**src/design/saa_pkg.sv**
```systemverilog
// Shared constants and controller/datapath interface types for the skyline atlas allocator.
// Used by saa_ctrl, saa_dp and skyline_atlas_allocator; depends on nothing.
`default_nettype none

package saa_pkg;

	localparam int PAGES   = 2;
	localparam int COLUMNS = 256;
	localparam int ROWS    = 256;

	localparam int COL_W  = $clog2(COLUMNS);
	localparam int PG_W   = 1;
	localparam int HT_W   = 9;
	localparam int DIM_W  = 9;
	localparam int POS_W  = 8;
	localparam int ADDR_W = $clog2(PAGES * COLUMNS);
	localparam int SUM_W  = DIM_W + 1;

	// Request codes.
	localparam logic REQ_ALLOC = 1'b0;
	localparam logic REQ_CLEAR = 1'b1;

	// Result status codes.
	localparam logic STAT_OK   = 1'b0;
	localparam logic STAT_FULL = 1'b1;

	typedef struct packed {
		logic load;
		logic clr_step;
		logic fwd_start;
		logic fwd_step;
		logic bwd_start;
		logic bwd_step;
		logic next_page;
		logic wr_start;
		logic wr_step;
		logic res_full;
		logic res_place;
		logic res_clear;
	} dp_cmd_t;

	typedef struct packed {
		logic shape_ok;
		logic idx_end;
		logic idx_zero;
		logic fits;
		logic page_last;
		logic clr_last;
		logic wr_last;
	} dp_status_t;

endpackage

`default_nettype wire

```
**src/design/saa_ctrl.sv**
```systemverilog
// Sequencing state machine of the skyline atlas allocator.
// Depends on saa_pkg for the datapath command and status structs.
`default_nettype none

module saa_ctrl (
	input  wire logic                 clk,
	input  wire logic                 arst_n,
	input  wire logic                 start,
	input  wire logic                 req_type,
	input  wire saa_pkg::dp_status_t  st,
	output saa_pkg::dp_cmd_t          cmd,
	output logic                      busy,
	output logic                      done
);

	typedef enum logic [8:0] {
		ST_IDLE    = 9'b000000001,
		ST_CLEAR   = 9'b000000010,
		ST_PAGE    = 9'b000000100,
		ST_FWD     = 9'b000001000,
		ST_FWD_END = 9'b000010000,
		ST_BWD     = 9'b000100000,
		ST_BWD_END = 9'b001000000,
		ST_EVAL    = 9'b010000000,
		ST_WRITE   = 9'b100000000
	} state_t;

	state_t state_q, state_d;
	logic   reply_q;
	logic   done_q;

	always_comb begin
		cmd     = '0;
		state_d = state_q;
		case (state_q)
			ST_IDLE: begin
				if (start) begin
					cmd.load = 1'b1;
					if (req_type == saa_pkg::REQ_CLEAR) begin
						state_d = ST_CLEAR;
					end else begin
						state_d = ST_PAGE;
					end
				end
			end
			ST_CLEAR: begin
				cmd.clr_step = 1'b1;
				if (st.clr_last) begin
					cmd.res_clear = reply_q;
					state_d       = ST_IDLE;
				end
			end
			ST_PAGE: begin
				if (!st.shape_ok) begin
					cmd.res_full = 1'b1;
					state_d      = ST_IDLE;
				end else begin
					cmd.fwd_start = 1'b1;
					state_d       = ST_FWD;
				end
			end
			ST_FWD: begin
				cmd.fwd_step = 1'b1;
				if (st.idx_end) begin
					state_d = ST_FWD_END;
				end
			end
			ST_FWD_END: begin
				cmd.bwd_start = 1'b1;
				state_d       = ST_BWD;
			end
			ST_BWD: begin
				cmd.bwd_step = 1'b1;
				if (st.idx_zero) begin
					state_d = ST_BWD_END;
				end
			end
			ST_BWD_END: begin
				state_d = ST_EVAL;
			end
			ST_EVAL: begin
				if (st.fits) begin
					cmd.wr_start = 1'b1;
					state_d      = ST_WRITE;
				end else if (st.page_last) begin
					cmd.res_full = 1'b1;
					state_d      = ST_IDLE;
				end else begin
					cmd.next_page = 1'b1;
					state_d       = ST_PAGE;
				end
			end
			ST_WRITE: begin
				cmd.wr_step = 1'b1;
				if (st.wr_last) begin
					cmd.res_place = 1'b1;
					state_d       = ST_IDLE;
				end
			end
			default: begin
				state_d = ST_IDLE;
			end
		endcase
	end

	// The clearing pass after reset gives no result; a clear request does.
	always_ff @(posedge clk or negedge arst_n) begin
		if (!arst_n) begin
			state_q <= ST_CLEAR;
			reply_q <= 1'b0;
			done_q  <= 1'b0;
		end else begin
			state_q <= state_d;
			done_q  <= cmd.res_full | cmd.res_place | cmd.res_clear;
			if (cmd.load) begin
				reply_q <= 1'b1;
			end
		end
	end

	assign busy = (state_q != ST_IDLE);
	assign done = done_q;

endmodule

`default_nettype wire

```
**config.mk**
```make
export PLATFORM = sky130hd
export DESIGN_NAME = saa_ctrl
export DESIGN_NICKNAME = d
export VERILOG_FILES = /design/src/design/saa_pkg.sv /design/src/design/saa_ctrl.sv
export SDC_FILE = /design/constraint.sdc
export NUM_CORES = 1
export LEC_CHECK = 0
export ABC_AREA = 1
export BUFFER_PORTS_ARGS = -buffer_cell sky130_fd_sc_hd__buf_2
export CAP_MARGIN = 20
export CORE_MARGIN = 10
export CORE_UTILIZATION = 45
export DETAILED_ROUTE_END_ITERATION = 16
export PLACE_DENSITY = 0.73
export SLEW_MARGIN = 15
export SYNTH_ARGS = -nofsm -noshare
export SYNTH_HDL_FRONTEND = slang
export SYNTH_SLANG_ARGS = --single-unit
```
**constraint.sdc**
```tcl
create_clock -name clk -period 1.45 [get_ports clk]
set_input_delay 0.29 -clock clk [delete_from_list [all_inputs] [get_ports clk]]
set_output_delay 0.29 -clock clk [all_outputs]
set_load 0.1 [all_outputs]
```
==> results.json <==
{
  "synth_cells": 109,
  "initial_core_util": 0.487,
  "die-area_sq_mm": 0.00373,
  "drive_gt1_frac": 0.638,
  "post-route-drc-count": 0,
  "ir_worst_vdd_v": 0.00114,
  "cp_slowest_cell": "dfrtp_1",
  "reg2reg_from": "state_q[8]",
  "portBuffers": 24,
  "first_global_vias": 945,
  "hold_viol": 0,
  "synth_seq_cells": 11,
  "dp_worst_setup_slack_ns": -0.119,
  "path_cells": "nor2_2, nand2_1, nor2_4, nand2_4, nor2_4, buf_12",
  "n_fill_cell": 18,
  "wl_per_cell_um": 22.1,
  "routed_wl_mm": 3.89,
  "reg2reg_depth": 13,
  "rsz0062_at_grt": "true",
  "cts_sinks": 11,
  "min_period_ns": 1.89,
  "hold_ws_ns": 0.320,
  "ant_nets": 0,
  "viasPerCell": 6.02,
  "drt-initial-drc-count": 91,
  "cts_buffer_depth": 2,
  "hold_path.class": "in -> reg",
  "seq_area_frac_synth": 0.364,
  "hold_depth": 3,
  "cp_num_cells": 6,
  "critPathKind": "reg -> out",
  "fp.dieH_um": 61.1,
  "root_buffer": "clkbuf_4",
  "setup_viol": 18,
  "cp_max_fo": 3,
  "maxSlewViolCount": 0,
  "hold_start": "st[4]",
  "diodes": 0,
  "hold-path-endpoint": "state_q[5]",
  "track_usage": 0.151,
  "area_growth_pct": 101,
  "cp_common_cell": "nor2_4",
  "grt_max_degree": 12,
  "worst_slew_pin_slew_ns": 0.489,
  "clkLatencyLatePin_ns": 0.28,
  "cap_violations": 0,
  "power_uw": 2550,
  "cp.arrival_ns": 1.60,
  "fmax_mhz": 530,
  "p_per_area_mw_per_mm2": 1670,
  "pin_count": 25,
  "grt_pass1_wl_mm": 4.26,
  "yosysUniqueCellTypes": 19,
  "ys_warn_count": 0,
  "finalCritPeriodShare": 1.30,
  "clock_skew_ns": 0.0124,
  "synth.avg_cell_area_sq_um": 6.97,
  "crit_path_end_kind": "primary output",
  "num_rows": 14,
  "antenna_found_initial": 0,
  "crit_family": "simple AND/OR/NAND/NOR gates",
  "dieWidth_um": 61.1,
  "cp-start-kind": "flip-flop",
  "netlist_area_sq_um": 759,
  "leakagePower_uw": 0.000761,
  "slowest_delay_ns": 0.42,
  "fin_util": 0.981,
  "cts_tree": "yes",
  "cts_buffers": 3,
  "violations": "setup timing",
  "vias": 1059,
  "r2r-end": "state_q[0]",
  "required_ns": 1.16,
  "seq_area_sq_um": 277,
  "coreArea_sq_mm": 0.00156,
  "place.gp.congestion": 0.888,
  "grt_overflow_total": 0,
  "relSlewSlack": 0.677,
  "fin_nets": 172,
  "multi_input_area_sq_um": 552,
  "status": "complete, but fails checks",
  "htreeDepth": 1,
  "dp_hpwl_mm": 1.93,
  "worst_slack_ns": -0.438,
  "syn-num-nets": 120,
  "clkSlewWorstSetupHoldPaths_ns": 0.09,
  "worstPathBufferInverterCount": 1,
  "r2r_slack_ns": -0.31,
  "drtPass1Iterations": 6
}
## power by group
group | total (uW) | switching, uW | internal (uW)
Combinational | 1890 | 1250 | 638
Clock | 227 | 125 | 102
Sequential | 436 | 71.1 | 365
Total | 2550 | 1450 | 1110
## what timing repair did
action                                  CTS  global route
endpoints found under the setup margin   15            20
pin swaps                                10            14
endpoints found under the hold margin    10             0
resized for setup                        13            20
buffers inserted                          6             8
hold buffers                              1             0
## flip-flops by register name, summed over array words and instances (netlist names)
signal   count
state_q      9
done         1
reply_q      1
## cells by family (layout without fill, tap and decap cells)
family                 Yosys count  after routing  synth area share
AND/OR/NAND/NOR                 68             68             0.470
buffers and inverters           26             77             0.132
flip-flops                      11             11             0.364
AO/OA/AOI/OAI                    4              4            0.0346
## per-stage QoR
step	area [sq um]	TNS, ns	std cells
floorplan	887	-2.16	109
global placement	1290	-0.352	160
detailed placement	1290	-0.999	160
CTS	1420	-4.26	171
global route	1530	-6.78	176
finish	1530	-5.72	176
## placed cells by master, fill, tap and decap left out
cell            n
nand3_2         3
inv_4           2
or2_2           1
nor3_1          1
dlygate4sd3_1   1
nor2_4         14
clkinv_2        1
dfrtp_1        10
inv_2           3
clkbuf_4        3
o21ai_2         1
clkinvlp_4      5
nand3b_1        2
nand2_1        13
nand2_2         6
nand3_1         4
o21a_1          1
nand2_8         1
buf_6           7
o221ai_2        1
nor2_1          8
inv_1          14
buf_4          15
nand2_4         8
dfstp_2         1
buf_12         13
inv_8           2
nand3_4         1
buf_2          11
o21ai_0         1
nand4_1         3
nor2_2          3
## synth_stat cells
cell type   n  area share
o221ai_1    1       0.012
nand3_1     8       0.053
dfstp_2     1       0.035
nor3_1      1      0.0066
dfrtp_1    10        0.33
o21ai_0     2       0.013
nand3b_1    2       0.020
nand4_1     3       0.025
nand2_1    19       0.094
nand2_2     6       0.049
nor2_1     17       0.084
inv_2       5       0.025
o21a_1      1      0.0099
inv_1      20       0.099
inv_4       1      0.0082
nand2_4     3       0.044
nor2_2      5       0.041
nor2_4      3       0.044
or2_2       1      0.0082
## tightest hold or removal path, stage by stage
cell and delay, ns:
buf_2 0.08, nand3b_1 0.13, nand2_1 0.07
## worst max-delay path by stage
stage / startpoint / to
after global routing: state_q[7] / cmd[11]
after detailed placement: state_q[5] / cmd[9]
after floorplan: state_q[5] / cmd[11]
final: state_q[3] / cmd[0]
after CTS: state_q[4] / cmd[5]
after global placement: state_q[6] / cmd[9]
## layout make-up
cell class,instances,share of cell area
multi-input combinational,72,0.361
timing repair buffer,47,0.338
sequential,11,0.181
inverter,26,0.0892
clock buffer,3,0.0147
tap,16,0.0131
clock inverter,1,0.00327
## routing by layer
layer | track usage | part of all wire
met5 | 0 | 0
met4 | 0.0684 | 0.071
met3 | 0.0391 | 0.11
met2 | 0.263 | 0.45
met1 | 0.167 | 0.36
Power figures use the tool's default switching activity.
